<file path="src/rtl/linear_svm_decision_sum_unit_defines.svh">
// ----------------------------------------------------------------------------
// Linear SVM decision sum: assertion macros
// Shared same-cycle-implication and next-cycle-implication checks.
// ----------------------------------------------------------------------------
`ifndef LINEAR_SVM_DECISION_SUM_UNIT_DEFINES_SVH
`define LINEAR_SVM_DECISION_SUM_UNIT_DEFINES_SVH

// same-cycle implication
`define LSVM_ASSERT_IMP(lbl, clk, rst, ante, cons) \
   lbl: assert property (@(posedge clk) disable iff (rst) (ante) |-> (cons)) \
      else $error("lsvm assertion failed");

// next-cycle implication
`define LSVM_ASSERT_NXT(lbl, clk, rst, ante, cons) \
   lbl: assert property (@(posedge clk) disable iff (rst) (ante) |=> (cons)) \
      else $error("lsvm assertion failed");

`endif

</file>
<file path="src/rtl/lsvm_mult.sv">
// ----------------------------------------------------------------------------
// Linear SVM decision sum: shared multiplier
// Registered 48 x 16 signed multiply, used for terms and the reduction.
// ----------------------------------------------------------------------------
`default_nettype none

module lsvm_mult (
   input  wire logic               clock,
   input  wire logic signed [47:0] op_a,
   input  wire logic signed [15:0] op_b,
   output logic signed [63:0]      prod
);

   logic signed [63:0] prod_ff;

   always_ff @(posedge clock) begin
      prod_ff <= 64'(op_a) * 64'(op_b);
   end

   assign prod = prod_ff;

endmodule

`default_nettype wire

</file>
<file path="config.mk">
export PLATFORM = sky130hd
export DESIGN_NAME = lsvm_mult
export DESIGN_NICKNAME = d
export VERILOG_FILES = /design/src/rtl/linear_svm_decision_sum_unit_defines.svh /design/src/rtl/lsvm_mult.sv
export SDC_FILE = /design/constraint.sdc
export NUM_CORES = 2
export LEC_CHECK = 0
export ABC_AREA = 1
export ABC_CLOCK_PERIOD_IN_PS = 7210
export BUFFER_PORTS_ARGS = -buffer_cell sky130_fd_sc_hd__clkbuf_2
export CAP_MARGIN = 20
export CORE_UTILIZATION = 45
export CTS_BUF_LIST = sky130_fd_sc_hd__clkbuf_4
export DETAILED_ROUTE_END_ITERATION = 8
export PLACE_DENSITY_LB_ADDON = 0.1
export SLEW_MARGIN = 0
export SYNTH_ARGS = -nofsm -noshare
export SYNTH_HDL_FRONTEND = slang
export SYNTH_SLANG_ARGS = --single-unit
export TNS_END_PERCENT = 50
</file>
<file path="constraint.sdc">
create_clock -name clock -period 7.21 [get_ports clock]
set_input_delay 1.442 -clock clock [delete_from_list [all_inputs] [get_ports clock]]
set_output_delay 1.442 -clock clock [all_outputs]
set_load 0.05 [all_outputs]
</file>
**Word-level counts from Yosys, hierarchy flattened**

Index checks and enable logic that the tools add are counted.

- Bits in registers: 64
- Logic and storage cells: 2
- Output and inout bits: 64
- Memory bits (read-only): 0
- Bits in latches: 0
- Bits of input ports: 65
- Memory bits (writable): 0
- Memories: 0

- Divide/modulo/power cells: 0
- Shift operators: 0
- Bitwise gates (word level): 0
- Mux-type cells: 0
- Multiply operators: 1
- $add $sub $neg: 0
- Equal/unequal tests: 0
- Magnitude comparators: 0
- Reduce and logical (&&, ||, !) cells: 0

Operator list:

| operator | count |
|---|---|
| 48-bit by 16-bit multiplier with 64-bit output | 1 |

**Logic depth before layout (Yosys ltp)**

- Word-level depth: 1
- Gate-level depth with buffers: 28
- Gate-level depth less buffers: 27

**Worst setup path after synthesis**

OpenSTA, ideal clock, no wires.

- Path type: input -> register
- Start: input op_b[1]
- End: register prod_ff[61] (netlist: prod[61])
- Setup time: 0.112 ns
- Data arrival time: 6.452 ns
- Slack: 0.646 ns
- Stages on the path: 24
- Path buffers: 2
- Required time: 7.098 ns
- Cell sequence: clkbuf_1 > clkbuf_1 > nand2_1 > fa_1 > inv_1 > fa_1 > inv_1 > fa_1 > inv_1 > fa_1 > fa_1 > inv_1 > fa_1 > inv_1 > ha_1 > nand2_2 > inv_1 > a21oi_1 > and2_1 > nand2_1 > a21oi_1 > nand2_1 > nand2_1 > nand2_1

- Longest elaborated chain between the ends: 1

Ends and longest elaborated chain:

| item | RTL line | text |
|---|---|---|
| start: declaration | lsvm_mult.sv:10 | `input wire logic signed [15:0] op_b,` |
| 48-bit by 16-bit multiplier with 64-bit output | lsvm_mult.sv:17 | `prod_ff <= 64'(op_a) * 64'(op_b);` |
| end signal: assignment | lsvm_mult.sv:17 |  |
| end: declaration | lsvm_mult.sv:14 | `logic signed [63:0] prod_ff;` |

No other way between the ends.

**Worst setup path after layout**

- Start: input op_b[2]
- End: register prod_ff[62] (netlist: prod[62])

Same word-level chain as after synthesis.

==> out/metrics.cfg <==
[place]
place_inst=5004
place_hpwl_um=72000
gp_congestion=0.930
place_area_sq_um=31800
port_buffers=128

[sta]
hold_ws_ns=1.44
fmax_ghz=0.151
worstMarginPinSlew_ns=0.655
fin_crit_ns=6.61
setup_viol_count_final=0
finalHoldViolCount=0
slew_headroom=0.563
fin_crit_sh=0.917
rsz0062_at_grt=no
tns_ns=0
drv_slew=0

[worst_setup_path]
path_class=primary input to flip-flop
worstPathMaxFanout=48
required_ns=7.59
crit_arrival_ns=6.99
start_kind=primary input
crit_path_end_kind=flip-flop

[synthesis]
synthCells=4108
synth_cell_types=27
yosysWarnings=0
ys_seq_area_frac=0.0427
ys_ff_latch=64
syn_area_sq_um=30000
yosys-top-cells-count=1370 x inv_1, 1253 x nand2_1, 710 x fa_1
synth.avg_cell_area_sq_um=7.30
synthTopCellsByArea=fa_1 47%, inv_1 17%, nand2_1 16%, ha_1 6.1%, dfxtp_1 4.3%
synth-async-reset-ratio=0
synth_flop_cell=dfxtp_1
synth_top_area_frac=0.474
synth.most_common_cell=inv_1
yosysTopAreaCell=fa_1
synth_edf_count=0
synth_nets=5029

[cells_and_area]
finish.instance_area_sq_um=32000
stdcell_count=5021
syn_to_final_growth_pct=6.63
largest_reg_flops=64
layout-drive-gt1-share=0.0681
nNetsFinal=5072

[floorplan]
num_rows=94
dieWidth_um=260
initial_core_util=0.456
dieArea_sq_um=67700
ioPinCount=129
die_h_um=260
core-area_sq_um=65900

[min_path]
hold_class=primary input to flip-flop

[clock_tree]
clock_path_buffers=2
cts-htree-levels=3
cts.clk_slew.worst_paths_ns=0.15
cts-root-buf=clkbuf_4
cts_resized=0
cts_tree=yes
numClockSinks=64
cts_made_buffers=9
hold_buffers=0
cts_setup_buffers=0

[global_route]
grt_usage=0.264
grt_first_pass_wirelength_um=138000
antenna_found_initial=1
grt_max_degree=50
grt_overflow=0
first_global_vias=24889

[routing]
remaining_drc_errors=0
wl_um=84200
vias_per_cell=4.76
routedWlPerCell_um=16.8
num_vias=23924
ant_nets=0
drt_iter0_markers=1311
drt-pass1-iter-count=5

[job]
drv_cap=0

[run_status]
status=complete, no violations

==> final timing paths <==
path                    start        to  cells after the start
worst min-delay path  op_a[0]   prod[0]                      4
worst max-delay path  op_b[2]  prod[62]                     20
==> critical path, stage by stage <==
cell      delay, ns
clkbuf_2       0.10
buf_12         0.24
nand2_1        0.14
inv_1          0.10
fa_1           0.51
fa_1           0.66
buf_4          0.22
fa_1           0.48
inv_1          0.06
fa_1           0.55
fa_1           0.43
fa_1           0.49
inv_1          0.04
ha_1           0.43
nand2_1        0.22
nor3_1         0.33
and3_1         0.21
nand2_1        0.10
nand3_1        0.10
nand2_1        0.06
==> metrics by stage <==
step	setup slack [ns]	utilization
after floorplan	0.646	-
after global placement	0.103	0.483
after detailed placement	0.149	0.483
after CTS	0.645	0.486
after global routing	0.317	0.486
final	0.600	0.486
==> cell families (layout without fill, tap and decap cells) <==
kind of cell / after synthesis / after routing / synth area share
xor+xnor: 37 / 37 / 0.0108
compound gates: 77 / 77 / 0.0141
flops: 64 / 64 / 0.0427
other cells: 0 / 1 / 0
fa+ha+maj: 856 / 856 / 0.535
buf+inv: 1541 / 1589 / 0.193
simple gates: 1533 / 1533 / 0.205
==> layer usage <==
layer	vias up	global-route usage	wire length, um	part of all wire
met4	0	0.0395	1170	0.014
li1	11281	-	-	-
met1	11988	0.393	39700	0.47
met3	59	0.0199	4080	0.048
met5	-	0	0	0
met2	596	0.430	39200	0.47
==> placed cells by master (no fill, tap or decap), drive strengths merged <==
cell      Yosys  final
nand3b        1      1
dfxtp        64     64
and3          6      6
diode         0      1
o21ai         9      9
ha          146    146
a21oi        53     53
and2          3      3
buf          20     72
clkinvlp      0      2
fa          710    710
nor3         11     11
xnor2         2      2
nor2        135    135
nand2      1274   1274
xor2         35     35
clkinv        0      1
bufinv        0      2
inv        1373   1375
nand4        24     24
clkbuf      148    137
nand3        67     67
o21bai       15     15
nor4          5      5
or2           7      7
==> cell type report <==
| type | count | area [sq um] |
|---|---|---|
| Clock inverter | 7 | 101 |
| Fill cell | 6873 | 33900 |
| Inverter | 1373 | 5150 |
| Clock buffer | 9 | 67.6 |
| Timing Repair Buffer | 200 | 1370 |
| Tap cell | 864 | 1080 |
| Antenna cell | 1 | 2.50 |
| Sequential cell | 64 | 1280 |
| Multi-Input combinational cell | 2503 | 22900 |
Power is left out: the tool's default activity adds up to more than one toggle a clock period on the data nets, which glitch-free logic cannot reach.
