==> config.mk <==
export PLATFORM = sky130hd
export DESIGN_NAME = lsvm_seq
export DESIGN_NICKNAME = d
export VERILOG_FILES = /design/src/rtl/linear_svm_decision_sum_unit_defines.svh /design/src/rtl/lsvm_pkg.sv /design/src/rtl/lsvm_seq.sv
export SDC_FILE = /design/constraint.sdc
export NUM_CORES = 1
export LEC_CHECK = 0
export BUFFER_PORTS_ARGS = -buffer_cell sky130_fd_sc_hd__buf_4
export CAP_MARGIN = 20
export CORE_UTILIZATION = 30
export CTS_CLUSTER_DIAMETER = 100
export DETAILED_ROUTE_END_ITERATION = 12
export HOLD_SLACK_MARGIN = 0.03
export PLACE_DENSITY = 0.62
export SYNTH_ARGS = -nofsm -noshare
export SYNTH_HDL_FRONTEND = slang
export SYNTH_SLANG_ARGS = --single-unit
export TNS_END_PERCENT = 5
==> constraint.sdc <==
create_clock -name clock -period 3 [get_ports clock]
set_input_delay 0.15 -clock clock [delete_from_list [all_inputs] [get_ports clock]]
set_output_delay 0.15 -clock clock [all_outputs]
set_load 0.02 [all_outputs]
==> src/rtl/linear_svm_decision_sum_unit_defines.svh <==
// ----------------------------------------------------------------------------
// Linear SVM decision sum: assertion macros
// Shared same-cycle-implication and next-cycle-implication checks.
// ----------------------------------------------------------------------------
`ifndef LINEAR_SVM_DECISION_SUM_UNIT_DEFINES_SVH
`define LINEAR_SVM_DECISION_SUM_UNIT_DEFINES_SVH

// same-cycle implication
`define LSVM_ASSERT_IMP(lbl, clk, rst, ante, cons) \
   lbl: assert property (@(posedge clk) disable iff (rst) (ante) |-> (cons)) \
      else $error("lsvm assertion failed");

// next-cycle implication
`define LSVM_ASSERT_NXT(lbl, clk, rst, ante, cons) \
   lbl: assert property (@(posedge clk) disable iff (rst) (ante) |=> (cons)) \
      else $error("lsvm assertion failed");

`endif

==> src/rtl/lsvm_pkg.sv <==
// ----------------------------------------------------------------------------
// Linear SVM decision sum: package
// Word types, codes, sequencer states and control bundle.
// ----------------------------------------------------------------------------
`default_nettype none

package lsvm_pkg;

   localparam int MAX_SV_DEFAULT = 64;
   localparam int ACC_W          = 48;
   localparam int CNT_W          = 7;

   localparam logic [CNT_W-1:0] SV_COUNT_RESET = 7'd64;

   localparam logic signed [ACC_W-1:0] ACC_MAX = {1'b0, {(ACC_W-1){1'b1}}};
   localparam logic signed [ACC_W-1:0] ACC_MIN = {1'b1, {(ACC_W-1){1'b0}}};

   // request kinds
   localparam logic REQ_WEIGHT = 1'b0;
   localparam logic REQ_TERM   = 1'b1;

   typedef struct packed {
      logic              req_type;
      logic [5:0]        sv_index;
      logic signed [15:0] weight_value;
      logic signed [15:0] feature_value;
      logic signed [15:0] sv_value;
      logic              last;
   } req_word_type;

   typedef struct packed {
      logic signed [ACC_W-1:0] decision_sum;
      logic                    saturated;
   } rsp_word_type;

   typedef enum logic [2:0] {
      ST_CLEAR,
      ST_IDLE,
      ST_TMUL,
      ST_TACC,
      ST_RED,
      ST_DRAIN
   } state_type;

   typedef struct packed {
      logic busy;
      logic acc_clr;   // zero acc entry at cnt
      logic acc_wr;    // write term sum
      logic red_rd;    // reduction read at cnt
      logic term_mul;  // multiplier on term operands
      logic done;      // final sum ready
   } ctl_type;

endpackage

`default_nettype wire

==> src/rtl/lsvm_seq.sv <==
// ----------------------------------------------------------------------------
// Linear SVM decision sum: sequencer
// Steps the clearing sweep, term read-modify-write and the reduction sweep.
// ----------------------------------------------------------------------------
`default_nettype none

module lsvm_seq #(
   parameter  int MAX_SV = lsvm_pkg::MAX_SV_DEFAULT,
   localparam int AW     = (MAX_SV > 1) ? $clog2(MAX_SV) : 1
) (
   input  wire logic        clock,
   input  wire logic        reset,
   input  wire logic        term_go,
   input  wire logic        term_last,
   input  wire logic        pipe_busy,
   output lsvm_pkg::ctl_type ctl,
   output logic [AW-1:0]    cnt
);

   localparam logic [AW-1:0] CNT_LAST = AW'(MAX_SV - 1);

   lsvm_pkg::state_type state_ff, state_in;
   logic [AW-1:0]       cnt_ff, cnt_in;
   logic                last_ff, last_in;

   always_ff @(posedge clock) begin
      if (reset) begin
         state_ff <= lsvm_pkg::ST_CLEAR;
         cnt_ff   <= '0;
         last_ff  <= 1'b0;
      end else begin
         state_ff <= state_in;
         cnt_ff   <= cnt_in;
         last_ff  <= last_in;
      end
   end

   always_comb begin
      state_in = state_ff;
      cnt_in   = cnt_ff;
      last_in  = last_ff;
      ctl      = '0;
      unique case (state_ff)
         lsvm_pkg::ST_CLEAR: begin
            ctl.busy    = 1'b1;
            ctl.acc_clr = 1'b1;
            if (cnt_ff == CNT_LAST) begin
               cnt_in   = '0;
               state_in = lsvm_pkg::ST_IDLE;
            end else begin
               cnt_in = cnt_ff + 1'b1;
            end
         end
         lsvm_pkg::ST_IDLE: begin
            if (term_go) begin
               last_in  = term_last;
               state_in = lsvm_pkg::ST_TMUL;
            end
         end
         lsvm_pkg::ST_TMUL: begin
            ctl.busy     = 1'b1;
            ctl.term_mul = 1'b1;
            state_in     = lsvm_pkg::ST_TACC;
         end
         lsvm_pkg::ST_TACC: begin
            ctl.busy   = 1'b1;
            ctl.acc_wr = 1'b1;
            state_in   = last_ff ? lsvm_pkg::ST_RED : lsvm_pkg::ST_IDLE;
         end
         lsvm_pkg::ST_RED: begin
            ctl.busy    = 1'b1;
            ctl.acc_clr = 1'b1;
            ctl.red_rd  = 1'b1;
            if (cnt_ff == CNT_LAST) begin
               cnt_in   = '0;
               state_in = lsvm_pkg::ST_DRAIN;
            end else begin
               cnt_in = cnt_ff + 1'b1;
            end
         end
         lsvm_pkg::ST_DRAIN: begin
            ctl.busy = 1'b1;
            if (!pipe_busy) begin
               ctl.done = 1'b1;
               state_in = lsvm_pkg::ST_IDLE;
            end
         end
         default: begin
            state_in = lsvm_pkg::ST_IDLE;
         end
      endcase
   end

   assign cnt = cnt_ff;

endmodule

`default_nettype wire

After elaboration in Yosys (flattened, before gate mapping):

Index checks and enable logic that the tools add are counted.

* add/sub/neg operators: 1
* eq/ne operators: 10
* multiplexer cells: 14
* reduce and logical (&&, ||, !) cells: 5

Operators by type and width (count)
* case mux 3 bit (6 select lines): 1
* 2-to-1 mux 3 bit: 5
* inequality test 2 bit, second input constant: 4
* 2-to-1 mux 1 bit: 7
* adder 6 x 1 -> 6 bit, second input constant: 1
* == test 3 x 2 -> 1 bit, second input constant: 2
* == test 3 bit, second input constant: 2
* == test 6 bit, second input constant: 1
* 2-to-1 mux 6 bit: 1
* OR reduction 5 bit: 1
* AND reduction 4 bit: 1
* == test 3 x 1 -> 1 bit, second input constant: 1
* logical NOT 3 bit: 1
* AND reduction 2 bit: 1
* OR reduction 2 bit: 1

* register bits: 10
* bits of input ports: 5
* output and inout bits: 12
* word-level logic and storage cells: 33

Logic depth before layout (Yosys ltp):

Gate-level depths: netlist of the first run.

* depth in word-level cells: 3
* gate-level depth with buffers: 5
* depth with buffers taken out: 4

Worst setup path before layout of the first run:

Ideal clock, no wire load.

* path kind: register to register
* start point: register state_ff[0]
* end point: register cnt_ff[5] (netlist: cnt[5])
* setup time: 0.070 ns
* data arrival time: 1.310 ns
* required time: 2.930 ns
* path slack: 1.621 ns
* stages on the path, launching flop included: 5
* buffers on the path: 1
* period minus slack after synthesis: 1.379 ns
* cells stage by stage: dfxtp_1 or2_1 buf_6 or4_1 a21oi_1

* word-level cells in the longest chain between the ends: 2
* elaborated cells on any way between the ends: 3
* those cells by class: eq/ne (1); reduce/logical (2)

Ends and longest elaborated chain
* start, declared: line lsvm_seq.sv:22 `lsvm_pkg::state_type state_ff, state_in;`
* start signal, assigned: line lsvm_seq.sv:28 `state_ff <= lsvm_pkg::ST_CLEAR;`
* start signal, assigned: line lsvm_seq.sv:32 `state_ff <= state_in;`
* == test 3 bit or logical NOT 3 bit (tied branches): line lsvm_seq.sv:43 `unique case (state_ff)`
* OR reduction 2 bit (no source line) (*)
* end signal, assigned: line lsvm_seq.sv:33 `cnt_ff <= cnt_in;`
* end, declared: line lsvm_seq.sv:23 `logic [AW-1:0] cnt_ff, cnt_in;`

Mark *: on every way between the ends. The rest lies on a longest branch, timed or not.
A chain may end at the register's enable or synchronous reset.

==> results of run 1 <==
[layout make-up]
| type | instances | area (um2) |
|---|---|---|
| sequential | 10 | 200 |
| inverter | 1 | 3.75 |
| clock buffer | 4 | 36.3 |
| tap | 16 | 20.0 |
| multi-input combinational | 44 | 288 |
| fill | 164 | 873 |
| timing repair buffer | 16 | 120 |
[report_power, final]
| part | switching [mW] | total (mW) | internal (mW) |
|---|---|---|---|
| logic | 0.0153 | 0.0314 | 0.0162 |
| registers | 0.00574 | 0.143 | 0.137 |
| clock network | 0.0480 | 0.122 | 0.0736 |
| total | 0.0690 | 0.296 | 0.227 |
[stage by stage]
| step | power, mW | util, % | cell area (um2) | setup WS (ps) |
|---|---|---|---|---|
| floorplan | 0.164 | - | 510 | 1620 |
| global placement | 0.178 | 41.0 | 632 | 1550 |
| detailed placement | 0.178 | 41.0 | 632 | 1490 |
| CTS | 0.302 | 43.3 | 668 | 1220 |
| global route | 0.316 | 43.3 | 668 | 1100 |
| finish | 0.296 | 43.3 | 668 | 1230 |
[cells by family (layout without fill, tap and decap cells)]
logic type | Yosys count | count (layout)
and+or+nand+nor | 26 | 26
xor gates and xnor gates | 1 | 1
adders and majority gates | 1 | 1
buffers and inverters | 4 | 21
muxes | 3 | 3
DFF | 10 | 10
AOI/OAI and AO/OA | 13 | 13
[metal layers]
layer / vias to the layer above / part of all wire (%) / GRT usage (%)
met3: 0 / 2.8 / 3.83
met1: 214 / 49 / 19.0
met2: 8 / 48 / 18.8
met5: - / 0 / 0
li1: 247 / - / -
met4: 0 / 0 / 7.27
[state kept, by name (all words and copies together), names as in the netlist]
signal and count:
last_ff 1, state_ff 3, cnt 6
[synth_stat cells, types with 2 or more instances]
cell and count:
o21ai_0 2, nor2b_1 2, nand3_1 4, clkbuf_1 2, and2_1 2, mux2i_1 3
a21oi_1 6, nor2_1 2, dfxtp_1 10, nand2_1 4, nor3b_1 3, or3_1 2
[final timing paths]
path	from	endpoint	slack [ps]
worst max-delay path	state_ff[1]	ctl[2]	1230
worst min-delay path	reset	state_ff[2]	120
worst max register to register	state_ff[1]	cnt[5]	1470
worst min register to register	cnt[1]	cnt[1]	510
[worst max-delay path, delay by kind of cell, from the launching register on]
family / cells / cell delay (ps)
buf+inv: 2 / 320
simple gates: 2 / 510
flops: 1 / 520
==> impl_results.md, run 1 <==
- Adder-cell share of the synthesized area: between 2 and 2.5%
- Max-cap violation count: 0
- Non-filler cells, final: 91
- Setup bufs post-CTS: 0
- Clock Latency Late Sink: roughly 260 ps
- Synth area leader: dfxtp_1
- DRC viols: 0
- Clock buffer depth: 2
- Io pins: 17
- N_diodes: 0
- Largest cells by area after synthesis: dfxtp_1, a21oi_1, mux2i_1, nor3b_1, nand3_1
- Synth Flop Type: dfxtp_1
- Starting density of the core: between 30% and 40%
- R2R depth: 3
- Vias in the first global route: between 400 and 500
- Antenna violations before repair: 0
- Most frequent cells in the layout: buf_4, dfxtp_1, a21oi_1
- Vias per cell: 5.15
- Crit Path Max Fanout: 12
- Endpoints failing setup: 0
- Synth top area share: about two fifths
- Detailed-route wire length per cell: ~12 um
- Dpl hpwl: 812 um
- CTS Hold Bufs: 0
- DR pass1 iterations: 5
- Seq/Total Area, Yosys: 39.2%
- Fin. Hold Viols: 0
- Root Driver: clkbuf_4
- Tightest Hold Check Type: in2reg
- Area Overhead vs Synth: 30.9%
- Setup crit start kind: flip-flop
- Layout cell share with drive strength beyond 1: roughly a quarter
- Most common cell after layout, fill and taps aside: buf_4
- CTS tree: built
- Placed insts: 87
- Power Density: ~440 nW/um2
- Largest family of logic cells by synthesized area: simple AND/OR/NAND/NOR gates
- DR vias: around 470
- Pin count of the biggest net entering global routing: 13
- Post-synthesis cell area: just over 500 um2
- Resized Gates After CTS: 0
- Slowest-stage cell, CP: dfxtp_1
- DIE AREA: 1870 um2
- Setup CP Type: reg2out
- Overflow after GRT: 0
- Simple-gate area share of the yosys netlist: 29.9%
- Post-route ant nets: 0
- Die Width: 43.3 um
- Num CTS Buffers: 3
- Clock sink count: 10
- Hold Path Stages: 2
- Total GRT Usage: about 14%
- Max Clock Freq: 565 MHz
- RSZ-0062 raised after global routing: false
- Mux cell area share after synthesis: slightly below 6%
- Worst vdd ir: 0.000250 V
- Min cycle time layout: 1770 ps
- Clock skew: slightly above 6 ps
- Ys Warns: 0
- Post-synth EDFFs: 0
- RD Place Congestion: 0.772
- Worst Tran Pin Value: 339 ps
- Final Cycle Share: 59.0%
- Crit end category: primary output
- First-pass GRT wire length: 1920 um
- Setup TNS: 0 ps
- Slew margin rel.: 77.4%
- Final wirelength: roughly 1100 um
- Core Rows: 14
- Slew Limit Fails: 0
- H-tree depth: 1
- Async SR Flop Fraction: 0%
- Post-Synth XOR/XNOR Area: 1.72%
- Syn_nets: 64
- Pleak: 0.271 nW
- Number of synthesized register bits: 10
- Critical path arrival: 1620 ps
- DRT iter0 DRCs: 14
- Port Buffers: 16
- Synth unique cells: 28
- Die span in y: 43.3 um
- Nets: 82
- Post-synthesis cell count: 58
- Core area: 1540 um2
- Run status: finished, final reports clean
- Synth Area in Compound Gates: 16.4%
- CTS clk-pin slew, worst paths: 70 ps
- Syn avg cell area: 8.80 um2
- Worst Path Required: roughly 2900 ps
- WHS: 115 ps
- Max incr delay on CP: 520 ps
- CP Cell Sequence: or2_1, inv_1, and2_1, buf_4
No activity file was read; power rests on OpenSTA's default activity.
==> run 2: changes to the inputs <==
==> constraint.sdc (replaced) <==
create_clock -name clock -period 1.7 [get_ports clock]
set_input_delay 0.085 -clock clock [delete_from_list [all_inputs] [get_ports clock]]
set_output_delay 0.085 -clock clock [all_outputs]
set_load 0.02 [all_outputs]
==> run 2 against run 1 <==
First-iteration DRC count up 29%. Utilization down 0.24 points. Register-to-register slack worse by 1200 ps. Die area unchanged. Power up 57%. Non-clock buffer count up 1. Clock skew about the same. Count of clock-buffer cells in the layout down 1. Routed wire length down 6.5%. Largest power group unchanged. Combinational power up 74%. Cell count unchanged. Sequential cell count unchanged.
==> impl_results.md, run 2 (synthesized netlist as in run 1, its figures left out) <==
- Most common cell after layout, fill and taps aside: buf_4
- Die span in y: 43.3 um (unchanged)
- Layout cell share with drive strength beyond 1: 28.0% (+1.3 points)
- Tightest Hold Check Type: in2reg
- Worst Path Required: 1620 ps (-1230 ps)
- Core Rows: 14 (unchanged)
- Fill count: 160 (-2.4%)
- CTS tree: built
- DRC viols: 0 (unchanged)
- Setup crit start kind: flip-flop
- CTS Hold Bufs: 0 (unchanged)
- Total GRT Usage: 13.3% (-0.35 points)
- Die Width: 43.3 um (unchanged)
- Crit Path Max Fanout: 10 (-2)
- DIE AREA: 1870 um2 (unchanged)
- First-pass GRT wire length: 1790 um (-6.5%)
- Most frequent cells in the layout: buf_4, dfxtp_1, a21oi_1
- Core area: 1540 um2 (unchanged)
- Hold Path End: state_ff[2]
- R2R depth: 3 (unchanged)
- WHS: 51.9 ps (-63.2 ps)
- Vias per cell: 5.14 (-0.21%)
- Port Buffers: 16 (unchanged)
- Power Density: 698 nW/um2 (+57%)
- Run status: finished, final reports clean
- Detailed-route wire length per cell: 11.6 um (-6.5%)
- Slowest-stage cell, CP: dfxtp_1
- DR pass1 iterations: 4 (-1)
- Setup bufs post-CTS: 0 (unchanged)
- Final Total Pwr: 0.464 mW (+57%)
- Nets: 83 (+1.2%)
- Area Overhead vs Synth: 30.1%
- Num CTS Buffers: 3 (unchanged)
- Max-cap violation count: 0 (unchanged)
- Min cycle time layout: 1470 ps
- Final cell utilization of the core: 43.1% (-0.24 points)
- Worst reg2reg setup slack: 290 ps (-1180 ps)
- Final wirelength: 1060 um (-6.5%)
- DR vias: 468 (-0.21%)
- Worst vdd ir: 0.000479 V (+92%)
- Min-delay src: reset
- Max incr delay on CP: 370 ps (-150 ps)
- Worst flop-to-flop path startpoint: state_ff[0]
- Clock buffer depth: 2 (unchanged)
- Crit end category: primary output
- Starting density of the core: 33.1% (unchanged)
- H-tree depth: 1 (unchanged)
- Pin count of the biggest net entering global routing: 12 (-1)
- Setup TNS: 0 ps (unchanged)
- Clock Latency Late Sink: 260 ps (about the same)
- Worst flop-to-flop path endpoint: cnt[5]
- Critical path's top delay family: simple AND/OR/NAND/NOR gates
- CTS clk-pin slew, worst paths: 60 ps (about the same)
- Root Driver: clkbuf_4
- Clock skew: 5.99 ps (-0.141 ps)
- Hold Path Stages: 2 (unchanged)
- Max reg flops: 6 (unchanged)
- Final Cycle Share: 86.7%
- Setup CP Type: reg2out
- Io pins: 17 (unchanged)
- CP Cell Sequence: or2_4, inv_1, and2_1, buf_4
- Vias in the first global route: 414 (-1.9%)
- Critical path arrival: 1390 ps (-230 ps)
- Max Clock Freq: 679 MHz
- Antenna violations before repair: 0 (unchanged)
- Area occupied by multi-input gates: 290 um2 (+0.87%)
- Dpl hpwl: 776 um (-4.4%)
- FF+latch area: 200 um2 (unchanged)
- Buffers and inverters on the worst path: 2 (unchanged)
- Slew Limit Fails: 0 (unchanged)
- Clock sink count: 10 (unchanged)
- Fin. Hold Viols: 0 (unchanged)
- Overflow after GRT: 0 (unchanged)
- N_diodes: 0 (unchanged)
- Endpoints failing setup: 0 (unchanged)
- Pleak: 0.269 nW (-0.69%)
- Resized Gates After CTS: 0 (unchanged)
- Worst Tran Pin Value: 300 ps (-39.1 ps)
- Slew margin rel.: 79.7% (+2.4 points)
- RSZ-0062 raised after global routing: false
- RD Place Congestion: 0.761 (-1.4%)
- DRT iter0 DRCs: 18 (+4)
- Post-route ant nets: 0 (unchanged)
## run 2: cell count changes in the layout (fill, tap and decap cells not counted), sizes merged
cell    previous run  this run
clkbuf             4         3
buf               16        17
## run 2: worst max-delay path by stage
stage / startpoint / endpoint / slack, ps / depth (start not counted)
finish: state_ff[0] / ctl[2] / 230 / 4
global route: state_ff[0] / ctl[2] / 110 / 4
CTS: state_ff[0] / ctl[2] / 90 / 4
detailed placement: state_ff[0] / cnt[5] / 240 / 3
global placement: state_ff[0] / cnt[5] / 300 / 3
floorplan: state_ff[0] / cnt[5] / 320 / 4
## run 2: report_power, final
group	internal [mW]	switching (mW)	total [mW]
Sequential	0.243	0.0103	0.253
Clock	0.0815	0.0745	0.156
Combinational	0.0284	0.0263	0.0547
## run 2: stage by stage
step	instance area [um2]	cells	worst slack, ps
2_1_floorplan	510	58	321
6_report	664	91	227
5_1_grt	664	91	110
4_1_cts	662	91	91.7
3_3_place_gp	639	88	304
3_5_place_dp	639	88	241
## run 2: cell type report
| class | count | area share, % |
|---|---|---|
| Clock buffer | 3 | 3.39 |
| Inverter | 1 | 0.565 |
| Multi-Input combinational cell | 44 | 43.7 |
| Sequential cell | 10 | 30.1 |
| Tap cell | 16 | 3.01 |
| Timing Repair Buffer | 17 | 19.2 |
## run 2: routing by layer
layer / track usage (%) / wire length [um] / part of all wire (%)
met1: 16.9 / 511 / 48
met2: 18.2 / 472 / 45
met3: 7.66 / 71 / 6.7
met4: 5.45 / 0 / 0
met5: 0 / 0 / 0
